<file path="src/rtl/core/amg_pkg.sv">
// amg_pkg: shared types and constants for the adjacency matrix graph store
// command and result item structs, command codes, decoded ops, engine states
// no dependencies
`timescale 1ns / 1ps

package amg_pkg;

    localparam int NODE_W  = 6;
    localparam int NCNT_W  = 7;
    localparam int ECNT_W  = 12;
    localparam int CAP_W   = 7;

    localparam logic [2:0] CMD_ADD_NODE = 3'd0;
    localparam logic [2:0] CMD_REM_NODE = 3'd1;
    localparam logic [2:0] CMD_ADD_EDGE = 3'd2;
    localparam logic [2:0] CMD_REM_EDGE = 3'd3;
    localparam logic [2:0] CMD_GET_EDGE = 3'd4;
    localparam logic [2:0] CMD_LIST_ADJ = 3'd5;
    localparam logic [2:0] CMD_COUNTS   = 3'd6;
    localparam logic [2:0] CMD_UNKNOWN  = 3'd7;

    localparam logic signed [31:0] EDGE_ABSENT = -32'sd1;
    localparam logic [CAP_W-1:0]   CAP_RESET   = 7'd16;

    typedef struct packed {
        logic [2:0]        cmd;
        logic [NODE_W-1:0] src_node;
        logic [NODE_W-1:0] dst_node;
        logic signed [31:0] weight;
    } in_item_t;

    typedef struct packed {
        logic               ok;
        logic signed [31:0] edge_value;
        logic               reverse_found;
        logic [NODE_W-1:0]  neighbor;
        logic               neighbor_valid;
        logic               last;
        logic [NCNT_W-1:0]  node_count;
        logic [ECNT_W-1:0]  edge_count;
    } out_item_t;

    typedef enum logic [2:0] {
        OP_ADD_NODE,
        OP_REM_NODE,
        OP_ADD_EDGE,
        OP_REM_EDGE,
        OP_GET_EDGE,
        OP_LIST_ADJ,
        OP_COUNTS,
        OP_BAD
    } op_t;

    typedef struct packed {
        op_t      op;
        in_item_t item;
    } work_t;

    typedef enum logic [2:0] {
        ST_IDLE,
        ST_RDT,
        ST_EXEC,
        ST_COLRD,
        ST_COLWR,
        ST_REMEND,
        ST_LIST
    } state_t;

endpackage

</file>
<file path="src/rtl/core/amg_resq.sv">
// amg_resq: two-entry result queue between the engine and the result port
// depends on amg_pkg
`timescale 1ns / 1ps

module amg_resq (
    input  logic               clk,
    input  logic               rst_n,
    input  logic               res_push,
    output logic               res_full,
    input  amg_pkg::out_item_t res_in,
    output logic               empty,
    input  logic               pop,
    output amg_pkg::out_item_t res_item
);

    amg_pkg::out_item_t ent_reg [2];
    logic               wp_reg, wp_next;
    logic               rp_reg, rp_next;
    logic [1:0]         cnt_reg, cnt_next;
    logic               do_push, do_pop;

    assign res_full = (cnt_reg == 2'd2);
    assign empty    = (cnt_reg == 2'd0);
    assign res_item = ent_reg[rp_reg];
    assign do_push  = res_push && !res_full;
    assign do_pop   = pop && !empty;

    always_comb
    begin
        wp_next  = do_push ? ~wp_reg : wp_reg;
        rp_next  = do_pop ? ~rp_reg : rp_reg;
        cnt_next = cnt_reg + {1'b0, do_push} - {1'b0, do_pop};
    end

    always_ff @(posedge clk)
    begin
        if (do_push)
        begin
            ent_reg[wp_reg] <= res_in;
        end
    end

    always_ff @(posedge clk or negedge rst_n)
    begin
        if (!rst_n)
        begin
            wp_reg  <= 1'b0;
            rp_reg  <= 1'b0;
            cnt_reg <= 2'd0;
        end
        else
        begin
            wp_reg  <= wp_next;
            rp_reg  <= rp_next;
            cnt_reg <= cnt_next;
        end
    end

endmodule

</file>
<file path="config.mk">
export PLATFORM = sky130hd
export DESIGN_NAME = amg_resq
export DESIGN_NICKNAME = d
export VERILOG_FILES = /design/src/rtl/core/amg_pkg.sv /design/src/rtl/core/amg_resq.sv
export SDC_FILE = /design/constraint.sdc
export NUM_CORES = 1
export LEC_CHECK = 0
export ABC_AREA = 0
export BUFFER_PORTS_ARGS = -buffer_cell sky130_fd_sc_hd__buf_2
export CORE_ASPECT_RATIO = 0.7
export CORE_MARGIN = 1.5
export CORE_UTILIZATION = 52
export CTS_CLUSTER_DIAMETER = 30
export DETAILED_ROUTE_END_ITERATION = 16
export PLACE_DENSITY = 0.76
export SYNTH_ARGS = -nofsm -noshare
export SYNTH_HDL_FRONTEND = slang
export SYNTH_SLANG_ARGS = --single-unit
</file>
<file path="constraint.sdc">
create_clock -name clk -period 4.4 [get_ports clk]
set_input_delay 0.22 -clock clk [delete_from_list [all_inputs] [get_ports clk]]
set_output_delay 0.22 -clock clk [all_outputs]
set_load 0.02 [all_outputs]
</file>
Yosys cells after proc, flatten, opt, wreduce, memory -nomap -nowiden
Memories as Yosys holds them, arrays and structs flattened. Index checks and enable logic that the tools add are counted.

Bits in registers: 4. Memory bits (writable): 122. Input bits: 65. Output and inout port bits: 63. Logic and storage cells: 16. Memories kept: 1.

Memories: ent_reg (depth 2, bits a word 61, rd ports 1, clocked after Yosys merged registers in 0, wr ports 1, line amg_resq.sv:16) `amg_pkg::out_item_t ent_reg [2];`.

$add $sub $neg: 2. Eq/ne operators: 1. Mux-type cells: 2. Bitwise operators: 2. Reductions and logical operators: 5.

Operators with widths (count): adder 2 x 1 -> 2 bit (1); equality test 2 bit, second input constant (1); logical AND 1 bit (2); logical NOT 1 bit (2); logical NOT 2 bit (1); two-way mux 1 bit (2); inverter 1 bit (2); subtractor 2 x 1 -> 2 bit (1).

Depth between registers and ports, before layout
Word-level depth: 5. Depth in mapped cells: 7. Gate-level depth less buffers: 7.

Worst setup path after synthesis
No wires, ideal clock.

Path type: register to register. Start: reg cnt_reg[1]. End: mem ent_reg[0][0] (netlist bit) (enable). Data arrival time: 3.148 ns. Path slack: 0.772 ns. Cell stages (with the launch flop): 4. Period minus slack after synthesis: 3.628 ns. Cell sequence: dfrtp_1 nand2b_1 nand2_1 nor2_1.

Longest elaborated chain between the ends: 5.

RTL lines: from (decl) (line amg_resq.sv:19) `logic [1:0] cnt_reg, cnt_next;`; from (signal assigned) (line amg_resq.sv:55) `cnt_reg <= cnt_next;`; equality test 2 bit (line amg_resq.sv:22) `assign res_full = (cnt_reg == 2'd2);`; logical NOT 1 bit (line amg_resq.sv:25) `assign do_push = res_push && !res_full;`; logical AND 1 bit (line amg_resq.sv:25); two-way mux 1 bit (line amg_resq.sv:37) `if (do_push)`; two-way mux 1 bit (implied by the code) (line amg_resq.sv:39) `ent_reg[wp_reg] <= res_in;`; to (decl) (line amg_resq.sv:16).

No other way between the ends.

==> results by group <==
Worst setup path
  • Cell-by-cell trace of the critical path: mux2_2, buf_2
  • Capture point of the worst path: res_item[0]
  • Flop2flop setup slack: 2160 ps
  • Start of the worst register-to-register path: cnt_reg[0]
  • Worst R2R Path Depth: 4
  • Max stage delay cell, worst path: sky130_fd_sc_hd__dfrtp_4
  • Capture point of the worst reg-to-reg path: ent_reg[0][26]
  • Buffer and inverter count on the worst path: 1
  • Endpoint arrival time on the critical path: 2180 ps
  • WP depth: 2
  • Cell class contributing the biggest share of worst-path delay: flip-flops
  • Highest net fanout along the worst path: 62
  • Critical path startpoint category: flip-flop
  • Largest incremental delay on the critical path: 1190 ps
  • Crit. End Element: primary output
  • Startpoint-to-endpoint class of the critical path: flip-flop to primary output
  • Worst setup path startpoint: rp_reg
  • Critical path required time: 4180 ps

Synth
  • Synthesized netlist net count: 275
  • Leading cell types by count after synthesis: sky130_fd_sc_hd__edfxtp_1, sky130_fd_sc_hd__mux2_4, sky130_fd_sc_hd__buf_12
  • Syn avg cell area: 23.56 µm²
  • Number of synthesized flops with an enable pin: 122
  • Proportion of synthesized area in mux cells: 0.1853
  • Share of Yosys cell area claimed by the top area cell type: 0.7475
  • Async set-or-reset flop fraction in the synthesized netlist: 0.03175
  • Largest area contributor in the netlist: sky130_fd_sc_hd__edfxtp_1
  • Simple-gate portion of the synthesized area: 0.006127
  • Area share of xor/xnor cells in the synthesized design: 0.007148
  • Adder and majority gate portion of the synthesized area: 0.005106
  • Total of flip-flops plus latches after synthesis: 126
  • Main combinational cell family by area after synthesis: multiplexers
  • Warning count from the yosys run: 0
  • Post-synth design cell area: 0.004901 mm²
  • Biggest area contributors in the synthesized netlist: sky130_fd_sc_hd__edfxtp_1, sky130_fd_sc_hd__mux2_4, sky130_fd_sc_hd__buf_12, sky130_fd_sc_hd__dfrtp_1, sky130_fd_sc_hd__xnor2_1
  • Library cell with the highest instance count after synthesis: sky130_fd_sc_hd__edfxtp_1
  • Synthesized netlist cell count: 208
  • Primary FF master, synth: sky130_fd_sc_hd__edfxtp_1
  • Synth cell types: 15
  • Synthesized-area fraction occupied by ao, oa, aoi and oai cells: 0
  • Sequential-to-total area share from yosys stat: 0.7679

Finish
  • Area of the multi-input gates: 0.001007 mm²
  • Fraction of layout cells with a size suffix above 1: 0.5281
  • Number of flip-flops under the largest register name: 122
  • Area growth from synthesis to layout: 35.38%
  • Final #Nets: 465
  • Number of antenna cells inserted: 0
  • Register cell area after layout: 0.003767 mm²
  • Non-filler cells in the finished layout: 533
  • Count of fill cells added during filler insertion: 561

Timing
  • Total Neg Setup Slack: 0 ps
  • Tightest Pin Transition: 1155 ps
  • RSZ-0062 raised after global routing: no
  • Setup Skew: 6.763 ps
  • Worst rel slew slack: 0.2298
  • Time the final worst path needs with I/O delays and setup: 2401 ps
  • Minimum setup slack in the final design: 1999 ps
  • Post-route clock period utilization: 0.5456
  • Final hold viol count: 0
  • Setup violators final: 0
  • Max frequency: 0.4165 GHz
  • Slew Limit Fails: 0

GRT
  • Via count of the first global-routing pass: 2,679
  • GR Util All Layers: 0.1787
  • Total overflow reported by the global router: 0
  • Largest net degree at the start of global routing: 63
  • Wire length of the first global-routing pass: 13.13 mm
  • Initial antenna violation count: 0

Clock tree
  • Max Root-Sink Buffers: 2
  • Post-CTS Setup Repair Bufs: 0
  • TritonCTS Buffers: 17
  • Count of clock tree sinks: 126
  • Clock slew seen by the registers of the worst setup and hold paths: 50 ps
  • Root cell of the clock tree: sky130_fd_sc_hd__clkbuf_16
  • Clock tree from TritonCTS: yes
  • CTS H-tree lvls: 4
  • Clock insertion delay at the later pin of the skew report: 400 ps

Floorplanning
  • Initial core utilization: 0.5381
  • Area inside the core boundary: 0.009107 mm²
  • Floorplan die height: 84.23 µm
  • Horizontal die dimension: 119.0 µm
  • Die area: 0.01003 mm²
  • Number of cell rows: 29
  • Ports placed on the boundary: 128

Detailed routing
  • Per-cell routed wire length: 15.88 µm
  • Detailed Route Iter0 Violations: 147
  • Initial DRT Pass Iterations: 4
  • DRC violations left: 0
  • Via-per-instance ratio: 4.829
  • Remaining antenna violation count after routing: 0
  • Via total after detailed routing: 2,574
  • Wirelength, routed: 8.463 mm

Pwr
  • Pwr/cell area: 690.7 mW/mm²
  • Leakage Power: 2.718 nW
  • Worst IR Drop VDD: 0.4934 mV

Placed design
  • Worst slack at placement: 2104 ps
  • Routability cong.: 0.7488
  • I/O Buffers: 127
  • Placed instance count: 454

Min path
  • Tightest Hold Check Type: primary input to flip-flop

Outcome
  • Run status: completed

Job
  • Max-Cap Viols: 0
-- worst reg2reg max path: stages, from the launching register on --
cell                       delay [ps]
sky130_fd_sc_hd__dfrtp_1          370
sky130_fd_sc_hd__nand2b_1         160
sky130_fd_sc_hd__nand2_1          150
sky130_fd_sc_hd__nor2_4           670
sky130_fd_sc_hd__buf_4            520
-- worst min-delay path by stage --
stage                                end  slack [ps]  startpoint  depth (start not counted)
final                     ent_reg[1][34]          20  res_in[34]                          1
after global routing       ent_reg[0][3]           7   res_in[3]                          1
after CTS                 ent_reg[1][58]         0.6  res_in[58]                          1
after detailed placement          rp_reg          30       rst_n                          1
after global placement            wp_reg          30       rst_n                          1
after floorplan               cnt_reg[0]         -80       rst_n                          0
-- per-layer routing --
metal / share of wire / global-route usage / up-vias / wire length (µm)
li1: - / - / 1203 / -
met1: 0.43 / 0.2233 / 1257 / 3660
met2: 0.48 / 0.2806 / 102 / 4057
met3: 0.074 / 0.07473 / 12 / 630
met4: 0.013 / 0.07010 / 0 / 114
met5: 0 / 0 / - / 0
-- cell usage in the layout, fill, tap and decap left out, drive strengths merged --
cell type | synthesis | routed
nand2b | 1 | 1
nor2b | 1 | 1
dfrtp | 4 | 4
inv | 2 | 2
ha | 2 | 2
and3 | 1 | 1
bufinv | 0 | 3
nor2 | 2 | 2
dlygate4sd3 | 0 | 49
xor2 | 1 | 1
clkinv | 0 | 9
nand2 | 1 | 1
xnor2 | 3 | 3
edfxtp | 122 | 122
buf | 7 | 129
clkbuf | 0 | 18
mux2 | 61 | 61
-- final cells by class --
type / instances / area share
Clock buffer: 18 / 0.06468
Clock inverter: 12 / 0.01923
Inverter: 2 / 0.001131
Multi-Input combinational cell: 73 / 0.1518
Sequential cell: 126 / 0.5678
Tap cell: 124 / 0.02338
Timing Repair Buffer: 178 / 0.1720
-- per-stage QoR --
stage	instance area [µm²]	hold WS (ps)	util	power [mW]
3_3_place_gp	5588	30.62	0.6135	3.249
4_1_cts	6635	0.6293	0.7285	4.626
3_5_place_dp	5588	32.22	0.6135	3.279
5_1_grt	6635	6.602	0.7285	4.778
6_report	6635	16.17	0.7285	4.583
2_1_floorplan	4901	-75.59	-	2.976
-- cell families (layout without fill, tap and decap cells) --
| group | Yosys count | in the layout |
|---|---|---|
| buffers and inverters | 9 | 210 |
| adders and majority gates | 2 | 2 |
| and+or+nand+nor | 6 | 6 |
| DFF | 126 | 126 |
| xor gates and xnor gates | 4 | 4 |
| muxes | 61 | 61 |
-- repair_timing --
action	in CTS	in global routing
endpoints found under the hold margin	98	0
hold buffers	49	0
gates resized for setup	0	0
-- power by group --
group          switching (mW)  internal (mW)
combinational           0.702          0.696
sequential              0.226           1.65
clock                   0.444          0.866
No activity file was read; power rests on OpenSTA's default activity.
