--- src/rtl/core/amg_pkg.sv ---
// amg_pkg: shared types and constants for the adjacency matrix graph store
// command and result item structs, command codes, decoded ops, engine states
// no dependencies
`timescale 1ns / 1ps

package amg_pkg;

    localparam int NODE_W  = 6;
    localparam int NCNT_W  = 7;
    localparam int ECNT_W  = 12;
    localparam int CAP_W   = 7;

    localparam logic [2:0] CMD_ADD_NODE = 3'd0;
    localparam logic [2:0] CMD_REM_NODE = 3'd1;
    localparam logic [2:0] CMD_ADD_EDGE = 3'd2;
    localparam logic [2:0] CMD_REM_EDGE = 3'd3;
    localparam logic [2:0] CMD_GET_EDGE = 3'd4;
    localparam logic [2:0] CMD_LIST_ADJ = 3'd5;
    localparam logic [2:0] CMD_COUNTS   = 3'd6;
    localparam logic [2:0] CMD_UNKNOWN  = 3'd7;

    localparam logic signed [31:0] EDGE_ABSENT = -32'sd1;
    localparam logic [CAP_W-1:0]   CAP_RESET   = 7'd16;

    typedef struct packed {
        logic [2:0]        cmd;
        logic [NODE_W-1:0] src_node;
        logic [NODE_W-1:0] dst_node;
        logic signed [31:0] weight;
    } in_item_t;

    typedef struct packed {
        logic               ok;
        logic signed [31:0] edge_value;
        logic               reverse_found;
        logic [NODE_W-1:0]  neighbor;
        logic               neighbor_valid;
        logic               last;
        logic [NCNT_W-1:0]  node_count;
        logic [ECNT_W-1:0]  edge_count;
    } out_item_t;

    typedef enum logic [2:0] {
        OP_ADD_NODE,
        OP_REM_NODE,
        OP_ADD_EDGE,
        OP_REM_EDGE,
        OP_GET_EDGE,
        OP_LIST_ADJ,
        OP_COUNTS,
        OP_BAD
    } op_t;

    typedef struct packed {
        op_t      op;
        in_item_t item;
    } work_t;

    typedef enum logic [2:0] {
        ST_IDLE,
        ST_RDT,
        ST_EXEC,
        ST_COLRD,
        ST_COLWR,
        ST_REMEND,
        ST_LIST
    } state_t;

endpackage

--- src/rtl/core/amg_front.sv ---
// amg_front: command intake queue, decodes each command into an op
// depends on amg_pkg
`timescale 1ns / 1ps

module amg_front (
    input  logic             clk,
    input  logic             rst_n,
    input  logic             push,
    output logic             full,
    input  amg_pkg::in_item_t cmd_item,
    output logic             work_valid,
    input  logic             work_pop,
    output amg_pkg::work_t   work
);

    amg_pkg::work_t ent_reg [2];
    logic           wp_reg, wp_next;
    logic           rp_reg, rp_next;
    logic [1:0]     cnt_reg, cnt_next;
    amg_pkg::op_t   op_dec;
    logic           do_push, do_pop;

    always_comb
    begin
        unique case (cmd_item.cmd)
            amg_pkg::CMD_ADD_NODE: op_dec = amg_pkg::OP_ADD_NODE;
            amg_pkg::CMD_REM_NODE: op_dec = amg_pkg::OP_REM_NODE;
            amg_pkg::CMD_ADD_EDGE: op_dec = amg_pkg::OP_ADD_EDGE;
            amg_pkg::CMD_REM_EDGE: op_dec = amg_pkg::OP_REM_EDGE;
            amg_pkg::CMD_GET_EDGE: op_dec = amg_pkg::OP_GET_EDGE;
            amg_pkg::CMD_LIST_ADJ: op_dec = amg_pkg::OP_LIST_ADJ;
            amg_pkg::CMD_COUNTS:   op_dec = amg_pkg::OP_COUNTS;
            default:               op_dec = amg_pkg::OP_BAD;
        endcase
    end

    assign full       = (cnt_reg == 2'd2);
    assign work_valid = (cnt_reg != 2'd0);
    assign work       = ent_reg[rp_reg];
    assign do_push    = push && !full;
    assign do_pop     = work_pop && work_valid;

    always_comb
    begin
        wp_next  = do_push ? ~wp_reg : wp_reg;
        rp_next  = do_pop ? ~rp_reg : rp_reg;
        cnt_next = cnt_reg + {1'b0, do_push} - {1'b0, do_pop};
    end

    always_ff @(posedge clk)
    begin
        if (do_push)
        begin
            ent_reg[wp_reg].op   <= op_dec;
            ent_reg[wp_reg].item <= cmd_item;
        end
    end

    always_ff @(posedge clk or negedge rst_n)
    begin
        if (!rst_n)
        begin
            wp_reg  <= 1'b0;
            rp_reg  <= 1'b0;
            cnt_reg <= 2'd0;
        end
        else
        begin
            wp_reg  <= wp_next;
            rp_reg  <= rp_next;
            cnt_reg <= cnt_next;
        end
    end

endmodule

--- config.mk ---
export PLATFORM = sky130hd
export DESIGN_NAME = amg_front
export DESIGN_NICKNAME = d
export VERILOG_FILES = /design/src/rtl/core/amg_pkg.sv /design/src/rtl/core/amg_front.sv
export SDC_FILE = /design/constraint.sdc
export NUM_CORES = 1
export LEC_CHECK = 0
export BUFFER_PORTS_ARGS = -buffer_cell sky130_fd_sc_hd__buf_2
export CAP_MARGIN = 25
export CORE_MARGIN = 3
export CORE_UTILIZATION = 55
export DETAILED_ROUTE_END_ITERATION = 8
export PLACE_DENSITY = 0.82
export SETUP_SLACK_MARGIN = 0.3
export SLEW_MARGIN = 15
export SYNTH_ARGS = -nofsm -noshare
export SYNTH_HDL_FRONTEND = slang
export SYNTH_SLANG_ARGS = --single-unit
--- constraint.sdc ---
create_clock -name clk -period 5.9 [get_ports clk]
set_clock_uncertainty 0.2 [all_clocks]
set_input_delay 1.18 -clock clk [delete_from_list [all_inputs] [get_ports clk]]
set_output_delay 1.18 -clock clk [all_outputs]
set_load 0.1 [all_outputs]
# After elaboration in Yosys (flattened, before gate mapping)

Memory sizes are Yosys's and may differ from the RTL's.
Cells that the tools add are included.

Register bits: 4
Latch bits: 0
Memory bits (writable): 100
Bits in read-only memories: 0
Input port bits: 51
Output and inout bits: 52
Memories kept: 1

Add/subtract/negate cells: 2
Multiply operators: 0
Div/mod/pow operators: 0
$lt $le $gt $ge: 0
Equal/unequal tests: 7
Shifts and indexed selects: 0
Muxes and demuxes: 3
Bitwise gates (word level): 2
Reduce and logical (&&, ||, !) cells: 5

Memories:

| name    | depth | width | read ports | clocked after memory_dff | write ports | line            | source |
|---|---|---|---|---|---|---|---|
| ent_reg | 2     | 50    | 1          | 0                        | 1           | amg_front.sv:16 | `amg_pkg::work_t ent_reg [2];` |

Operator list:

| cell                                                             | count |
|---|---|
| 3-bit one-hot mux with 7 select lines                            | 1 |
| 3-bit == test (second input constant)                            | 3 |
| 3-bit by 2-bit == test with 1-bit output (second input constant) | 2 |
| 3-bit by 1-bit == test with 1-bit output (second input constant) | 1 |
| 3-bit logical NOT                                                | 1 |
| 2-bit by 1-bit adder with 2-bit output                           | 1 |
| 2-bit == test (second input constant)                            | 1 |
| 1-bit logical AND                                                | 2 |
| 1-bit 2-to-1 mux                                                 | 2 |
| 1-bit inverter                                                   | 2 |
| 2-bit nonzero test                                               | 1 |
| 2-bit by 1-bit subtractor with 2-bit output                      | 1 |
| 1-bit logical NOT                                                | 1 |

# Logic depth before layout (Yosys ltp)

Depth in word-level cells: 5
Gate-level depth with buffers: 7
Depth with buffers taken out: 7

# Worst setup path before layout

Ideal clock, no wire load.

Path type: input to register
Start: in push
End: mem ent_reg[0][0] (netlist bit), enable pin
Library setup time: 0.458 ns
Arrival time: 3.372 ns
Required time: 5.242 ns
Setup slack: 1.870 ns
Stages: 2
Path buffers: 0
Cell sequence: nand2_1 nor2_1

Word-level cells in the longest chain between the ends: 3

Ends and longest elaborated chain:

| what                                   | line            | source |
|---|---|---|
| from (decl)                            | amg_front.sv:8  | `input logic push,` |
| 1-bit logical AND                      | amg_front.sv:40 | `assign do_push = push && !full;` |
| 1-bit 2-to-1 mux                       | amg_front.sv:52 | `if (do_push)` |
| 1-bit 2-to-1 mux (not written as such) | amg_front.sv:55 | `ent_reg[wp_reg].item <= cmd_item;` |
| to (decl)                              | amg_front.sv:16 |  |

No other way between the ends.

==> impl_metrics.env <==
export IMPL_run_status="finished, final reports clean"
export IMPL_seqCellArea_um2=3110
export IMPL_drt_pass1_iterations=5
export IMPL_worstMarginPinSlew_ns=0.945
export IMPL_row_count=30
export IMPL_synth_flop_cell="sky130_fd_sc_hd__edfxtp_1"
export IMPL_avgRoutedWirePerCell_um=16.6
export IMPL_syn_inst=177
export IMPL_number_of_remaining_drc_errors=0
export IMPL_startpoint_type="flip-flop"
export IMPL_cts_htree_levels=3
export IMPL_setup_tns_final_ns=0
export IMPL_first_pass_grt_wire_length_um=9900
export IMPL_numCtsBuffers=9
export IMPL_crit_arrival_ns=2.16
export IMPL_detail_route_vias_per_cell=4.95
export IMPL_first_iter_violations=90
export IMPL_proportion_of_synthesized_area_in_mux_cells=0.183
export IMPL_die_y_um=92.1
export IMPL_post_cts_setup_buffers=0
export IMPL_fill_cells=473
export IMPL_syn2layout_area_growth_pct=18.3
export IMPL_cts_sinks=104
export IMPL_cp_data_required_time_ns=4.52
export IMPL_rr_worst_depth=4
export IMPL_clk_pin_slew_worst_paths_ns=0.08
export IMPL_via_count_of_the_first_global_routing_pass=1945
export IMPL_io_buffers=102
export IMPL_place_gp_congestion=0.688
export IMPL_routed_wl_um=6380
export IMPL_r2r_start="cnt_reg[1]$_DFF_PN0_"
export IMPL_synth_top_family_by_area="multiplexers"
export IMPL_critical_path_endpoint_type="output pin"
export IMPL_min_hold_slack_ns=0.332
export IMPL_synth_seq_area_share=0.761
export IMPL_yosysTopAreaCell="sky130_fd_sc_hd__edfxtp_1"
export IMPL_yosysWarningCount=0
export IMPL_hold_path_startpoint="cnt_reg[1]$_DFF_PN0_"
export IMPL_synth_compound_gate_area_share=0
export IMPL_finalWorstPathRequiredPeriod_ns=3.54
export IMPL_dieWidth_um=92.1
export IMPL_cts_hold_buffers=0
export IMPL_design_final_nets=336
export IMPL_asyncSetResetFlopFracSynth=0.0385
export IMPL_synthAdderAreaFrac=0.00614
export IMPL_largest_net_degree_at_the_start_of_global_routing=52
export IMPL_post_synthesis_share_of_cell_area_spent_on_and_or_nand_and_nor_gates=0.00921
export IMPL_cts_repair_resize_count=0
export IMPL_syn_num_nets=230
export IMPL_initial_core_util=0.584
export IMPL_worst_reg2reg_setup_slack_ns=3.68
export IMPL_route_antenna_remaining_nets=0
export IMPL_post_synth_xor_area_fraction=0.00859
export IMPL_min_delay_worst_endpoint="cnt_reg[1]$_DFF_PN0_"
export IMPL_track_usage=0.157
export IMPL_post_place_ws_ns=2.72
export IMPL_rsz0062_at_grt="no"
export IMPL_largest_reg_flops=100
export IMPL_synth_edff_count=100
export IMPL_max_slew_headroom=0.370
export IMPL_clock_latency_ns=0.34
export IMPL_share_of_cells_above_drive_strength_1=0.601
export IMPL_r2r_end="ent_reg[0][2]$_DFFE_PP_"
export IMPL_core_area_um2=6980
export IMPL_tritoncts_clock_tree="built"
export IMPL_place_hpwl_um=4200
export IMPL_mappedNetlistArea_um2=4080
export IMPL_hold_path_class="flip-flop to flip-flop"
export IMPL_max_clock_path_buffers=2
export IMPL_synth_cell_type_count=17
export IMPL_min_path_cells=1
export IMPL_count_of_max_cap_constraint_violations=0
export IMPL_fmax_mhz=283
export IMPL_synth_seq_cells=104
export IMPL_synth_top_cells_by_area="sky130_fd_sc_hd__edfxtp_1, sky130_fd_sc_hd__mux2_4, sky130_fd_sc_hd__buf_12, sky130_fd_sc_hd__dfrtp_1, sky130_fd_sc_hd__xnor2_1"
export IMPL_post_route_worst_setup_slack_ns=2.36
export IMPL_setup_viol=0
export IMPL_yosys_cell_count_top_type="sky130_fd_sc_hd__edfxtp_1"
export IMPL_grt_remaining_overflow=0
export IMPL_critPathMaxFanout=51
export IMPL_antenna_cells=0
export IMPL_final_max_slew_violation_count=0
export IMPL_synth_top_cell_area_share=0.736
export IMPL_yosys_top_cells_count="sky130_fd_sc_hd__edfxtp_1, sky130_fd_sc_hd__mux2_4, sky130_fd_sc_hd__buf_12"
export IMPL_antenna_found_initial=0
export IMPL_layout_worst_path_cycle_share=0.599
export IMPL_multiInputGateArea_um2=853
export IMPL_die_area_um2=8480
export IMPL_worst_setup_path_type="flip-flop to output pin"
export IMPL_root_buffer="sky130_fd_sc_hd__clkbuf_8"
export IMPL_design_portCount=103
export IMPL_mean_syn_cell_area_um2=23.0
export IMPL_final_hold_violation_count=0
export IMPL_routed_via_count=1902
==> worst max path at each step <==
stage                             from                 endpoint  slack, ns  depth (start not counted)
finish              rp_reg$_DFFE_PN0P_                  work[9]       2.36                          2
detailed placement  rp_reg$_DFFE_PN0P_                 work[41]       2.72                          2
CTS                 rp_reg$_DFFE_PN0P_                 work[41]       2.34                          2
global placement    rp_reg$_DFFE_PN0P_                 work[41]       2.72                          2
global route        rp_reg$_DFFE_PN0P_                 work[49]       2.27                          2
floorplan                         push  ent_reg[0][0]$_DFFE_PP_       1.87                          2
==> final cells by class <==
type | count | share of cell area
clock inverters | 5 | 0.0169
clock buffers | 11 | 0.0272
well taps | 96 | 0.0249
flip-flops and latches | 104 | 0.644
repair buffers | 104 | 0.109
multi-input cells | 62 | 0.177
inverters | 2 | 0.00156
==> cell families after synthesis <==
kind of cell,Yosys count
muxes,50
xor gates and xnor gates,4
buffers and inverters,11
DFF,104
adders and majority gates,2
and+or+nand+nor,6
==> through the flow <==
step / utilization / area, µm² / instances
floorplan: - / 4080 / 177
global placement: 0.661 / 4610 / 368
detailed placement: 0.661 / 4610 / 368
CTS: 0.691 / 4830 / 384
global route: 0.691 / 4830 / 384
finish: 0.691 / 4830 / 384
==> worst max-delay path, cell delays in order (launching register included) <==
cell                      delay [ns]
sky130_fd_sc_hd__dfrtp_4        1.04
sky130_fd_sc_hd__mux2_4         0.29
sky130_fd_sc_hd__buf_2          0.42
==> per-layer routing <==
layer	wire, µm	GRT usage	up-vias
li1	-	-	892
met1	2610	0.195	943
met2	3360	0.257	63
met3	350	0.0402	4
met4	55	0.0743	0
met5	0	0	-
==> placed cells by master, fill, tap and decap left out <==
master	Yosys	routed
sky130_fd_sc_hd__clkinv_4	0	1
sky130_fd_sc_hd__nor2_4	0	1
sky130_fd_sc_hd__xor2_1	1	1
sky130_fd_sc_hd__nand2_1	1	1
sky130_fd_sc_hd__and2_4	1	1
sky130_fd_sc_hd__buf_4	0	2
sky130_fd_sc_hd__clkinvlp_4	0	1
sky130_fd_sc_hd__ha_1	2	2
sky130_fd_sc_hd__clkinv_2	0	1
sky130_fd_sc_hd__mux2_4	49	49
sky130_fd_sc_hd__buf_2	0	102
sky130_fd_sc_hd__xnor2_1	3	3
sky130_fd_sc_hd__nand2b_1	1	1
sky130_fd_sc_hd__bufinv_16	0	2
sky130_fd_sc_hd__and3_2	0	1
sky130_fd_sc_hd__dfrtp_4	0	1
sky130_fd_sc_hd__inv_1	2	2
sky130_fd_sc_hd__clkbuf_8	0	9
sky130_fd_sc_hd__clkbuf_1	3	2
sky130_fd_sc_hd__dfrtp_1	4	3
sky130_fd_sc_hd__mux2_2	1	1
sky130_fd_sc_hd__edfxtp_1	100	100
sky130_fd_sc_hd__or2_4	1	1
Power is left out: the tool's default activity adds up to more than one toggle a clock period on the data nets, which glitch-free logic cannot reach.
